$ cat config.mk
export PLATFORM = sky130hd
export DESIGN_NAME = lzwe_packer
export DESIGN_NICKNAME = d
export VERILOG_FILES = /design/src/sv/lzwe_pkg.sv /design/src/sv/lzwe_packer.sv
export SDC_FILE = /design/constraint.sdc
export NUM_CORES = 1
export LEC_CHECK = 0
export ABC_AREA = 1
export BUFFER_PORTS_ARGS = -buffer_cell sky130_fd_sc_hd__clkbuf_2
export CAP_MARGIN = 5
export CORE_ASPECT_RATIO = 1.25
export CORE_MARGIN = 3
export CORE_UTILIZATION = 47
export CTS_BUF_LIST = sky130_fd_sc_hd__clkbuf_8
export DETAILED_ROUTE_END_ITERATION = 7
export PLACE_DENSITY = 0.78
export SLEW_MARGIN = 0
export SYNTH_ARGS = -nofsm -noshare
export SYNTH_HDL_FRONTEND = slang
export SYNTH_SLANG_ARGS = --single-unit
$ cat constraint.sdc
create_clock -name i_clk -period 4.6 [get_ports i_clk]
set_input_delay 0.69 -clock i_clk [delete_from_list [all_inputs] [get_ports i_clk]]
set_output_delay 0.69 -clock i_clk [all_outputs]
set_load 0.05 [all_outputs]
$ cat src/sv/lzwe_pkg.sv
// ----------------------------------------------------------------------------
// lzwe_pkg
// Shared constants and types of the variable-width LZW encoder.
// ----------------------------------------------------------------------------
`default_nettype none

package lzwe_pkg;

    localparam int MAX_CODE_WIDTH_DEF  = 16;
    localparam int SLOT_INDEX_BITS_DEF = 17;

    localparam int CODE_BITS  = 16;
    localparam int WIDTH_BITS = 5;
    localparam int ACC_BITS   = CODE_BITS + 7;
    localparam int HELD_BITS  = 5;

    localparam logic [8:0] CODE_CLEAR      = 9'd256;
    localparam logic [8:0] CODE_STOP       = 9'd257;
    localparam logic [8:0] CODE_FIRST_FREE = 9'd258;
    localparam logic [WIDTH_BITS-1:0] WIDTH_START = 5'd9;

    localparam logic [31:0] HASH_MUL_A = 32'd2654435761;
    localparam logic [31:0] HASH_MUL_B = 32'd40503;

    localparam int EPOCH_BITS     = 4;
    localparam int QUEUE_DEPTH    = 4;
    localparam int QUEUE_PTR_BITS = 2;
    localparam int QUEUE_CNT_BITS = 3;

    typedef struct packed {
        logic [CODE_BITS-1:0]  code;
        logic [WIDTH_BITS-1:0] width;
        logic                  item_end;
        logic                  flush;
    } t_cmd;

endpackage

`default_nettype wire

$ cat src/sv/lzwe_packer.sv
// ----------------------------------------------------------------------------
// lzwe_packer
// Packs variable-width codes LSB-first into output words.
// ----------------------------------------------------------------------------
`default_nettype none

module lzwe_packer import lzwe_pkg::*; (
    input  wire logic  i_clk,
    input  wire logic  i_rst_n,
    input  wire logic  i_empty,
    input  wire t_cmd  i_cmd,
    output logic       o_pop,
    output logic       o_valid,
    input  wire logic  i_ready,
    output logic [7:0] o_packed_byte,
    output logic       o_run_end,
    output logic       o_stream_end
);

    logic [ACC_BITS-1:0]  r_acc, n_acc;
    logic [HELD_BITS-1:0] r_held, n_held;
    logic                 r_busy, n_busy;
    logic                 r_item_end, n_item_end;
    logic                 r_flush, n_flush;
    logic                 r_ovalid, n_ovalid;
    logic [7:0]           r_obyte, n_obyte;
    logic                 r_orun, n_orun;
    logic                 r_oend, n_oend;

    logic                 w_out_free;
    logic                 w_have;
    logic [HELD_BITS-1:0] w_rem;
    logic                 w_fin;

    assign w_out_free = !r_ovalid || i_ready;
    assign o_pop      = !r_busy && !i_empty;
    assign w_have     = (r_held >= HELD_BITS'(8)) || (r_flush && r_held != '0);
    assign w_rem      = (r_held >= HELD_BITS'(8)) ? r_held - HELD_BITS'(8) : '0;
    assign w_fin      = r_flush ? (w_rem == '0) : (w_rem < HELD_BITS'(8));

    always_comb begin
        n_acc      = r_acc;
        n_held     = r_held;
        n_busy     = r_busy;
        n_item_end = r_item_end;
        n_flush    = r_flush;
        n_ovalid   = r_ovalid && !i_ready;
        n_obyte    = r_obyte;
        n_orun     = r_orun;
        n_oend     = r_oend;
        if (o_pop) begin
            n_acc      = r_acc | (ACC_BITS'(i_cmd.code) << r_held);
            n_held     = r_held + HELD_BITS'(i_cmd.width);
            n_busy     = 1'b1;
            n_item_end = i_cmd.item_end;
            n_flush    = i_cmd.flush;
        end else if (r_busy) begin
            if (!w_have) begin
                n_busy = 1'b0;
                if (r_flush) begin
                    n_acc = '0;
                end
            end else if (w_out_free) begin
                n_ovalid = 1'b1;
                n_obyte  = r_acc[7:0];
                n_orun   = r_item_end && w_fin;
                n_oend   = r_flush && w_fin;
                n_acc    = r_acc >> 8;
                n_held   = w_rem;
            end
        end
    end

    always_ff @(posedge i_clk) begin
        if (!i_rst_n) begin
            r_acc      <= '0;
            r_held     <= '0;
            r_busy     <= 1'b0;
            r_item_end <= 1'b0;
            r_flush    <= 1'b0;
            r_ovalid   <= 1'b0;
        end else begin
            r_acc      <= n_acc;
            r_held     <= n_held;
            r_busy     <= n_busy;
            r_item_end <= n_item_end;
            r_flush    <= n_flush;
            r_ovalid   <= n_ovalid;
        end
    end

    always_ff @(posedge i_clk) begin
        r_obyte <= n_obyte;
        r_orun  <= n_orun;
        r_oend  <= n_oend;
    end

    assign o_valid       = r_ovalid;
    assign o_packed_byte = r_obyte;
    assign o_run_end     = r_orun;
    assign o_stream_end  = r_oend;

endmodule

`default_nettype wire

==> impl_metrics.py <==
metrics = {
    "pwr": {
        "clock_power_share_pct": 17.0,
        "switching_share_pct": 44.0,
        "switching_power_mw": 0.563,
        "p_seq_share_pct": 38.3,
        "power.density_nw_per_um2": 395,
        "comb_power_share_pct": 44.7,
        "ir_worst_vdd_mv": 0.180,
        "p_leak_nw": 1.59,
        "power.internal_mw": 0.716,
    },
    "floorplan": {
        "pin_count": 39,
        "row_count": 31,
        "start_util_pct": 50.1,
        "die_h_um": 95.2,
        "fp.dieW_um": 77.4,
        "die-area_sq_um": 7370,
        "core_sq_um": 5970,
    },
    "clocking": {
        "htree_levels": 2,
        "numCtsBuffers": 5,
        "cts_hold_buf": 0,
        "ctsResizeCount": 0,
        "cts_tree": "built",
        "root_buffer": "clkbuf_8",
        "cts_setup_buffers": 0,
        "clk-insertion-delay-late_ps": 280,
        "cts_sinks": 42,
        "clk_pin_slew_worst_paths_ps": 80,
        "cts_buffer_depth": 2,
    },
    "critical_path": {
        "required_ps": 4520,
        "slowest_delay_ps": 620,
        "crit_type": "reg2reg",
        "crit_top_cell": "inv_1",
        "path_max_fanout": 13,
        "path_cells": "inv_1, ha_1, inv_1, nor2_4, nand2_4, nand2_2, nor2_1",
        "end_kind": "register",
        "worst_path_max_delay_cell": "dfxtp_1",
        "worstSetupStartpointType": "register",
        "crit_arrival_ps": 2600,
    },
    "route": {
        "drtIter0Drc": 262,
        "routed_via_density": 5.29,
        "dr_total_vias": 3040,
        "postRouteWirelength_mm": 7.52,
        "post_drt_wl_per_cell_um": 13.1,
        "first_pass_iters": 7,
        "drc": 0,
        "ant_nets": 0,
    },
    "place": {
        "dpl_worst_slack_ps": 1940,
        "routabilityCongestion": 0.959,
        "hpwl_mm": 5.92,
        "place_area_sq_um": 3160,
        "portBuffers": 38,
        "placed_cells": 567,
    },
    "sta": {
        "report.final.slew_viol_count": 0,
        "fmax_mhz": 373,
        "worst-slew-pin-transition_ps": 733,
        "layout_min_cycle_time_ps": 2680,
        "tns_ps": 0,
        "finalSetupViolations": 0,
        "max_slew_margin_pct": 50.9,
        "clock_skew_ps": 5.40,
        "period_share_pct": 58.3,
        "rsz0062_at_grt": "false",
        "setup_ws_ps": 1920,
        "hold_viol": 0,
    },
    "layout": {
        "fin_util_pct": 54.2,
        "final_common_cell": "nand2_1",
        "fin_area_sq_um": 3240,
        "num-fill-cells": 646,
        "syn2layout_area_growth_pct": 8.15,
        "final_nets": 525,
        "drive_gt1_share_pct": 14.8,
        "diodes": 0,
        "final_cells": 575,
        "layout_common_cells": "139 x nand2_1, 82 x nand3_1, 45 x nor2_1",
    },
    "yosys": {
        "syn_inst": 468,
        "async_flop_share_pct": 0,
        "ys_seq_area_share_pct": 31.4,
        "synth_cell_type_count": 34,
        "synth_area_per_cell_sq_um": 6.40,
        "yosys_most_used_dff": "dfxtp_1",
        "synth_area_sq_um": 2990,
        "synth_nets": 501,
        "yosys_warnings": 0,
        "synth_edf_count": 10,
        "ys_ff_latch": 42,
    },
    "grt": {
        "overflow": 0,
        "grt_pass1_wl_mm": 13.1,
        "grt_usage_pct": 21.8,
        "antenna_found_initial": 0,
        "grt_pass1_vias": 2844,
        "grt_max_degree": 22,
    },
    "hold_path": {
        "hold_path_class": "reg2reg",
    },
    "flow_run": {
        "cap_violations": 0,
    },
    "run_status": {
        "outcome": "finished, final reports clean",
    },
}
## area by class of cell
type | count | area (sq um) | area share [%]
Tap cell | 82 | 103 | 3.17
Timing Repair Buffer | 38 | 190 | 5.87
Clock buffer | 5 | 68.8 | 2.13
Inverter | 49 | 184 | 5.68
Multi-Input combinational cell | 356 | 1740 | 53.7
Clock inverter | 3 | 13.8 | 0.425
Sequential cell | 42 | 941 | 29.1
## cell usage after synthesis (6+ instances only)
cell type  instances  area [sq um]
o21ai_1            9          45.0
dfxtp_1           32           641
clkbuf_1           6          22.5
nand3_1           82           410
nor2_1            45           169
inv_1             43           161
a21oi_1           22           110
inv_2              6          22.5
nand2_1          139           522
buf_2              9          45.0
o21ai_0           16          80.1
edfxtp_1          10           300
## logic make-up (layout without fill, tap and decap cells)
family	count (synthesis)	count (layout)	synth area share, %
adder cells (fa/ha/maj)	6	6	2.76
buffers and inverters	70	95	10.5
AND/OR/NAND/NOR	292	292	44.3
flip-flops	42	42	31.4
XOR/XNOR	2	2	0.585
AO/OA/AOI/OAI	56	56	10.4
## worst paths after layout
kind	end	cells past startpoint	startpoint	slack, ps
worst max-delay path	o_packed_byte[3]	7	r_held[4]	1920
worst min-delay path	o_packed_byte[5]	0	r_acc[5]	440
worst max register to register	o_packed_byte[3]	7	r_held[4]	1920
worst min register to register	o_packed_byte[5]	0	r_acc[5]	440
## power by group through the flow
stage,clock (mW),combinational [mW],sequential (mW)
after floorplan,0,0.452,0.498
after global placement,0,0.558,0.497
after detailed placement,0,0.563,0.498
after CTS,0.224,0.566,0.490
after global routing,0.245,0.650,0.499
final,0.218,0.571,0.490
## per-layer routing
metal  routed length, um  vias to the layer above  GRT usage [%]
met5                   0                        -              0
met3                 359                        8           2.84
met4                 102                        0           5.64
li1                    -                     1565              -
met1                3300                     1372           27.1
met2                3760                       95           39.6
## state kept, by name, indices dropped and copies added (netlist names)
register       count
o_packed_byte      8
r_flush            1
r_held             5
o_run_end          1
r_item_end         1
r_acc             23
o_valid            1
r_busy             1
o_stream_end       1
## critical path, delay by kind of cell (launching register included)
kind / cells / cell delay [ps]
flip-flops: 1 / 620
buffers and inverters: 2 / 460
AND/OR/NAND/NOR: 4 / 900
adder cells (fa/ha/maj): 1 / 330
## stage by stage
step | total power, mW | hold slack (ps)
finish | 1.28 | 439
detailed placement | 1.06 | 422
floorplan | 0.950 | 408
CTS | 1.28 | 441
global placement | 1.05 | 413
global route | 1.39 | 455
Note: power is estimated with default switching activity, not from simulation.
