$ cat config.mk
export PLATFORM = sky130hd
export DESIGN_NAME = lzwe_queue
export DESIGN_NICKNAME = d
export VERILOG_FILES = /design/src/sv/lzwe_pkg.sv /design/src/sv/lzwe_queue.sv
export SDC_FILE = /design/constraint.sdc
export NUM_CORES = 1
export LEC_CHECK = 0
export BUFFER_PORTS_ARGS = -buffer_cell sky130_fd_sc_hd__buf_2
export CAP_MARGIN = 20
export CORE_MARGIN = 4
export CORE_UTILIZATION = 24
export CTS_CLUSTER_DIAMETER = 200
export CTS_CLUSTER_SIZE = 14
export DETAILED_ROUTE_END_ITERATION = 7
export HOLD_SLACK_MARGIN = 0.02
export PLACE_DENSITY = 0.41
export SLEW_MARGIN = 20
export SYNTH_ARGS = -nofsm -noshare
export SYNTH_HDL_FRONTEND = slang
export SYNTH_SLANG_ARGS = --single-unit
$ cat constraint.sdc
create_clock -name i_clk -period 3.4 [get_ports i_clk]
set_input_delay 0.68 -clock i_clk [delete_from_list [all_inputs] [get_ports i_clk]]
set_output_delay 0.68 -clock i_clk [all_outputs]
set_load 0.01 [all_outputs]
$ cat src/sv/lzwe_pkg.sv
// ----------------------------------------------------------------------------
// lzwe_pkg
// Shared constants and types of the variable-width LZW encoder.
// ----------------------------------------------------------------------------
`default_nettype none

package lzwe_pkg;

    localparam int MAX_CODE_WIDTH_DEF  = 16;
    localparam int SLOT_INDEX_BITS_DEF = 17;

    localparam int CODE_BITS  = 16;
    localparam int WIDTH_BITS = 5;
    localparam int ACC_BITS   = CODE_BITS + 7;
    localparam int HELD_BITS  = 5;

    localparam logic [8:0] CODE_CLEAR      = 9'd256;
    localparam logic [8:0] CODE_STOP       = 9'd257;
    localparam logic [8:0] CODE_FIRST_FREE = 9'd258;
    localparam logic [WIDTH_BITS-1:0] WIDTH_START = 5'd9;

    localparam logic [31:0] HASH_MUL_A = 32'd2654435761;
    localparam logic [31:0] HASH_MUL_B = 32'd40503;

    localparam int EPOCH_BITS     = 4;
    localparam int QUEUE_DEPTH    = 4;
    localparam int QUEUE_PTR_BITS = 2;
    localparam int QUEUE_CNT_BITS = 3;

    typedef struct packed {
        logic [CODE_BITS-1:0]  code;
        logic [WIDTH_BITS-1:0] width;
        logic                  item_end;
        logic                  flush;
    } t_cmd;

endpackage

`default_nettype wire

$ cat src/sv/lzwe_queue.sv
// ----------------------------------------------------------------------------
// lzwe_queue
// Short command FIFO between dictionary front and bit packer.
// ----------------------------------------------------------------------------
`default_nettype none

module lzwe_queue import lzwe_pkg::*; (
    input  wire logic i_clk,
    input  wire logic i_rst_n,
    input  wire logic i_push,
    input  wire t_cmd i_cmd,
    output logic      o_full,
    input  wire logic i_pop,
    output t_cmd      o_cmd,
    output logic      o_empty
);

    t_cmd                      r_mem [QUEUE_DEPTH];
    logic [QUEUE_PTR_BITS-1:0] r_wp, r_rp;
    logic [QUEUE_CNT_BITS-1:0] r_cnt;

    assign o_full  = (r_cnt == QUEUE_CNT_BITS'(QUEUE_DEPTH));
    assign o_empty = (r_cnt == '0);
    assign o_cmd   = r_mem[r_rp];

    always_ff @(posedge i_clk) begin
        if (i_push) begin
            r_mem[r_wp] <= i_cmd;
        end
    end

    always_ff @(posedge i_clk) begin
        if (!i_rst_n) begin
            r_wp  <= '0;
            r_rp  <= '0;
            r_cnt <= '0;
        end else begin
            if (i_push) begin
                r_wp <= r_wp + 1'b1;
            end
            if (i_pop) begin
                r_rp <= r_rp + 1'b1;
            end
            if (i_push && !i_pop) begin
                r_cnt <= r_cnt + 1'b1;
            end else if (i_pop && !i_push) begin
                r_cnt <= r_cnt - 1'b1;
            end
        end
    end

endmodule

`default_nettype wire

==> results of run 1 <==
stage by stage:
stage          cells  hold WS, ns
5_1_grt          441        0.539
3_5_place_dp     425        0.511
2_1_floorplan    163        0.472
3_3_place_gp     425        0.503
4_1_cts          441        0.522
6_report         441        0.517
power groups by stage:
stage                     Combinational, uW  Sequential (uW)  Clock [uW]
after global placement                  289             1470           0
after detailed placement                290             1480           0
after CTS                               291             1450        1050
after global routing                    309             1450        1110
after floorplan                         183             1470           0
final                                   279             1450        1010
cells in the mapped netlist:
library cell / count
a21boi_0: 1
and2_1: 9
buf_12: 2
buf_2: 2
buf_6: 1
dfxtp_1: 9
edfxtp_1: 92
fa_1: 1
ha_1: 5
inv_1: 4
mux2i_1: 2
mux4_1: 3
mux4_2: 20
nand2_1: 1
nor2b_1: 2
nor3_1: 1
nor3b_1: 1
o21ai_0: 1
or3_1: 1
xnor2_1: 2
xor2_1: 3
worst max-delay path, cell delays in order, from the launching register on:
cell	delay [ns]
dfxtp_2	0.45
buf_4	0.39
mux4_2	0.57
buf_2	0.16
flip-flops by register name (all words and copies together), names as in the netlist, named ones only:
name and flops:
r_cnt 3, r_mem 92, r_wp 2, r_rp 2
cell families (layout without fill, tap and decap cells):
family	count (synthesis)	after routing	synth area share [%]
xor gates and xnor gates	5	5	1.15
and+or+nand+nor	15	15	2.40
adders and majority gates	6	6	2.17
buffers and inverters	9	76	2.01
muxes	25	25	14.5
AOI/OAI and AO/OA	2	2	0.329
DFF	101	101	77.5
layout by cell type, fill, tap and decap left out, types with 2 or more instances in the layout:
cell       Yosys  routed
buf_4          0       4
buf_2          2      51
edfxtp_1      92      92
and2_1         9       8
inv_1          4       4
clkinv_2       0       3
dfxtp_1        9       8
nor2b_1        2       2
xor2_1         3       3
mux4_2        20      20
clkbuf_8       0       2
xnor2_1        2       2
mux4_1         3       3
ha_1           5       5
clkbuf_16      0       9
mux2i_1        2       2
final timing paths:
path	start	to	depth (start not counted)
setup reg to reg	r_wp[0]	r_mem[2][22]	4
setup / recovery	register	o_cmd[2]	3
hold / removal	r_cnt[2]	r_cnt[2]	2
hold reg to reg	r_cnt[2]	r_cnt[2]	2
layout make-up:
class / instances / share of cell area, %
sequential: 101 / 63.9
clock inverter: 5 / 1.06
clock buffer: 11 / 5.48
inverter: 4 / 0.326
tap: 211 / 5.73
timing repair buffer: 56 / 6.62
multi-input combinational: 53 / 16.9
per-layer routing:
| metal | global-route usage (%) | up-vias |
|---|---|---|
| li1 | - | 782 |
| met1 | 10.9 | 848 |
| met2 | 13.0 | 39 |
| met3 | 3.68 | 12 |
| met4 | 3.09 | 2 |
| met5 | 0 | - |
==> flow_summary.json, run 1 <==
{
  "finish.net_count": 258,
  "gr-usage-all-layers_pct": 8.57,
  "vias_per_cell": 3.82,
  "yosys_warnings": 0,
  "drive_gt1_share_pct": 40.4,
  "cts_resized": 0,
  "cp.arrival_ns": 1.92,
  "crit_required_ns": 2.72,
  "postLayoutCoreUtil_pct": 30.0,
  "intPower_uw": 2160,
  "drtAntennaViolNets": 0,
  "die_h_um": 134,
  "min_path_type": "register to register",
  "post-cts-setup-buffers": 0,
  "finalPower_uw": 2730,
  "clockBufferDepth": 2,
  "met2_length_um": 3400,
  "rsz0062_at_grt": "false",
  "timing.final.ws_setup_ns": 0.797,
  "max_freq_mhz": 384,
  "gr-total-overflow": 0,
  "seqPwrFrac_pct": 53.0,
  "critPathLaunchType": "register",
  "r2r_setup_slack_ns": 1.74,
  "grt_max_degree": 24,
  "run_status": "finished, final reports clean",
  "synthTopCellsByArea": "edfxtp_1 (73%), mux4_2 (12%), dfxtp_1 (4.7%)",
  "cp_max_fo": 17,
  "port_buffers": 51,
  "p_comb_share_pct": 10.2,
  "finalHoldViolations": 0,
  "floorplan.initialDensity_pct": 24.7,
  "grt_pass1_wl_um": 11100,
  "yosysUniqueCellTypes": 21,
  "crit_type": "register to output port",
  "numCtsBuffers": 9,
  "yosys.area.top_type": "edfxtp_1",
  "core_area_mm2": 0.0154,
  "design_area_mm2": 0.00461,
  "p_sw_uw": 574,
  "slew_violations": 0,
  "wl_met3_um": 404,
  "cts_tree": "done",
  "synth-seq-cells": 101,
  "timing.final.crit_period_ns": 2.60,
  "multi_input_area_um2": 781,
  "synth.avg_cell_area_um2": 23.3,
  "pre_cts_slack_ns": 1.10,
  "place_area_mm2": 0.00431,
  "route.top_layer_used": "met5",
  "die_w_um": 134,
  "slew_headroom_pct": 53.4,
  "wl_met1_um": 3170,
  "setup_viol": 0,
  "antenna_cells": 0,
  "drt_iter0_drc": 89,
  "antenna_found_initial": 1,
  "syn_inst": 163,
  "p_per_area_mw_per_mm2": 593,
  "tightest_slew_ns": 0.698,
  "ir_drop_mv": 0.292,
  "cap_violations": 0,
  "cts_root_buf": "clkbuf_16",
  "netlist_area_mm2": 0.00380,
  "clkSinkCount": 101,
  "swShare_pct": 21.0,
  "wire_per_inst_um": 16.1,
  "power.share.clock_pct": 36.8,
  "io_pins": 52,
  "placementRows": 45,
  "area_delta_synth_final_pct": 21.4,
  "drc": 0,
  "setup-tns-final_ns": 0,
  "grt_pass1_vias": 1873,
  "wl_um": 7110,
  "syn_nets": 196,
  "dr.pass1.iters": 4,
  "num-fill-cells": 1493,
  "period_share_pct": 76.6,
  "routabilityCongestion": 0.635,
  "p_leak_uw": 0.00157,
  "regArea_mm2": 0.00294,
  "finalClockSkew_ns": 0.00328,
  "dieArea_mm2": 0.0179,
  "vias": 1683,
  "worst_skew_pair.late_latency_ns": 0.34,
  "netlist.area_leader.share_pct": 72.7,
  "dpl.hpwl_um": 4400,
  "ctsHtreeMaxLevel": 3,
  "endpoint_kind": "output port",
  "path_clk_slew_ns": 0.06,
  "seq_area_frac_synth_pct": 77.5,
  "cts_hold_buf": 0
}
No activity file was read; power rests on OpenSTA's default activity.
==> run 2, diff against run 1 <==
==> constraint.sdc (replaced) <==
create_clock -name i_clk -period 2.4 [get_ports i_clk]
set_input_delay 0.48 -clock i_clk [delete_from_list [all_inputs] [get_ports i_clk]]
set_output_delay 0.48 -clock i_clk [all_outputs]
set_load 0.01 [all_outputs]
==> flow_summary.json, run 2 (same netlist as run 1, synthesis figures left out) <==
{
  "run_status": "finished, final reports clean",
  "wire_per_inst_um": 16.3,
  "die_w_um": 134,
  "floorplan.initialDensity_pct": 24.7,
  "antenna_found_initial": 1,
  "placementRows": 45,
  "drt_iter0_drc": 47,
  "cts_hold_buf": 0,
  "largest_reg_flops": 92,
  "numCtsBuffers": 9,
  "ctsHtreeMaxLevel": 3,
  "vias_per_cell": 3.91,
  "drc": 0,
  "gr-total-overflow": 0,
  "cp_max_fo": 19,
  "dieArea_mm2": 0.0179,
  "dpl.hpwl_um": 4660,
  "swShare_pct": 21.8,
  "cts_resized": 0,
  "crit_required_ns": 1.92,
  "drive_gt1_share_pct": 41.9,
  "slew_headroom_pct": 73.2,
  "finalHoldViolations": 0,
  "setup-tns-final_ns": 0,
  "slew_violations": 0,
  "grt_pass1_vias": 1937,
  "min_path_type": "primary input to register",
  "path_clk_slew_ns": 0.07,
  "worst_skew_pair.late_latency_ns": 0.34,
  "rsz0062_at_grt": "false",
  "critPathLaunchType": "register",
  "core_area_mm2": 0.0154,
  "intPower_uw": 3130,
  "layout_commonest_cell": "edfxtp_1",
  "antenna_cells": 0,
  "area_delta_synth_final_pct": 23.1,
  "top_register": "r_mem",
  "cp.arrival_ns": 1.70,
  "design_area_mm2": 0.00467,
  "final_cell_mix": "edfxtp_1 (92), buf_2 (51), mux4_2 (20)",
  "gr-usage-all-layers_pct": 8.71,
  "seqPwrFrac_pct": 51.1,
  "clockBufferDepth": 2,
  "finish.net_count": 262,
  "largest_registers": "r_mem (92), r_cnt (3)",
  "die_h_um": 134,
  "post-cts-setup-buffers": 0,
  "met1_usage_pct": 10.8,
  "endpoint_kind": "output port",
  "io_pins": 52,
  "crit_type": "register to output port",
  "timing.final.crit_period_ns": 2.18,
  "max_freq_mhz": 458,
  "grt.met2_usage_pct": 13.6,
  "use_met3_pct": 3.98,
  "postLayoutCoreUtil_pct": 30.4,
  "grt-busiest-layer": "met2",
  "slowest_delay_ns": 0.53,
  "timing.hold.ws_ns": 0.349,
  "port_buffers": 51,
  "wl_um": 7260,
  "cap_violations": 0,
  "period_share_pct": 91.0,
  "p_leak_uw": 0.00159,
  "power.share.clock_pct": 38.6,
  "grt_pass1_wl_um": 11300,
  "finalPower_uw": 4010,
  "tightest_slew_ns": 0.402,
  "ir_drop_mv": 0.303,
  "vias": 1739,
  "dr.pass1.iters": 2,
  "crit_chain": "buf_12 -> mux4_2 -> buf_2",
  "clkSinkCount": 101,
  "routabilityCongestion": 0.636,
  "p_comb_share_pct": 10.3,
  "p_per_area_mw_per_mm2": 857,
  "p_sw_uw": 874,
  "grt_max_degree": 24,
  "setup_viol": 0,
  "drtAntennaViolNets": 0,
  "cts_root_buf": "clkbuf_16",
  "finalClockSkew_ns": 0.00296,
  "cts_tree": "done",
  "crit_slowest_cell": "mux4_2",
  "place_area_mm2": 0.00435
}
==> run 2: final timing paths <==
path                            startpoint            to  slack (ns)  depth (start not counted)
worst min-delay path             i_cmd[22]  r_mem[0][22]        0.35                          1
worst max register to register    r_cnt[0]      r_cnt[2]        0.88                          4
worst max-delay path              register     o_cmd[10]        0.22                          3
worst min register to register    r_cnt[2]      r_cnt[2]        0.53                          2
==> run 2: final cells by class <==
| cell class | count | area [um2] |
|---|---|---|
| multi-input cells | 53 | 781 |
| fillers | 1504 | 10700 |
| well taps | 211 | 264 |
| clock buffers | 9 | 225 |
| flip-flops and latches | 101 | 2940 |
| clock inverters | 7 | 97.6 |
| inverters | 4 | 15.0 |
| repair buffers | 60 | 348 |
==> run 2: critical path: cells and delay by family (launching register included) <==
kind / cells / cell delay (ns)
buffers and inverters: 2 / 0.40
flip-flops: 1 / 0.43
multiplexers: 1 / 0.53
==> run 2: through the flow <==
stage | setup WS [ns] | std cells
after floorplan | 0.643 | 163
after global placement | 0.448 | 429
after detailed placement | 0.373 | 429
after CTS | 0.144 | 445
after global routing | 0.115 | 445
final | 0.216 | 445
==> run 2: per-layer routing <==
layer | vias up | wire length [um] | part of all wire, %
met5 | - | 13 | 0.18
met4 | 2 | 109 | 1.5
met3 | 13 | 425 | 5.9
met2 | 39 | 3490 | 48
met1 | 885 | 3220 | 44
li1 | 800 | - | -
==> run 2: power groups by stage <==
| stage | logic (uW) | clock network, uW | registers [uW] |
|---|---|---|---|
| floorplan | 259 | 0 | 2080 |
| global placement | 427 | 0 | 2090 |
| detailed placement | 428 | 0 | 2090 |
| CTS | 430 | 1610 | 2050 |
| global route | 456 | 1690 | 2060 |
| finish | 412 | 1550 | 2050 |
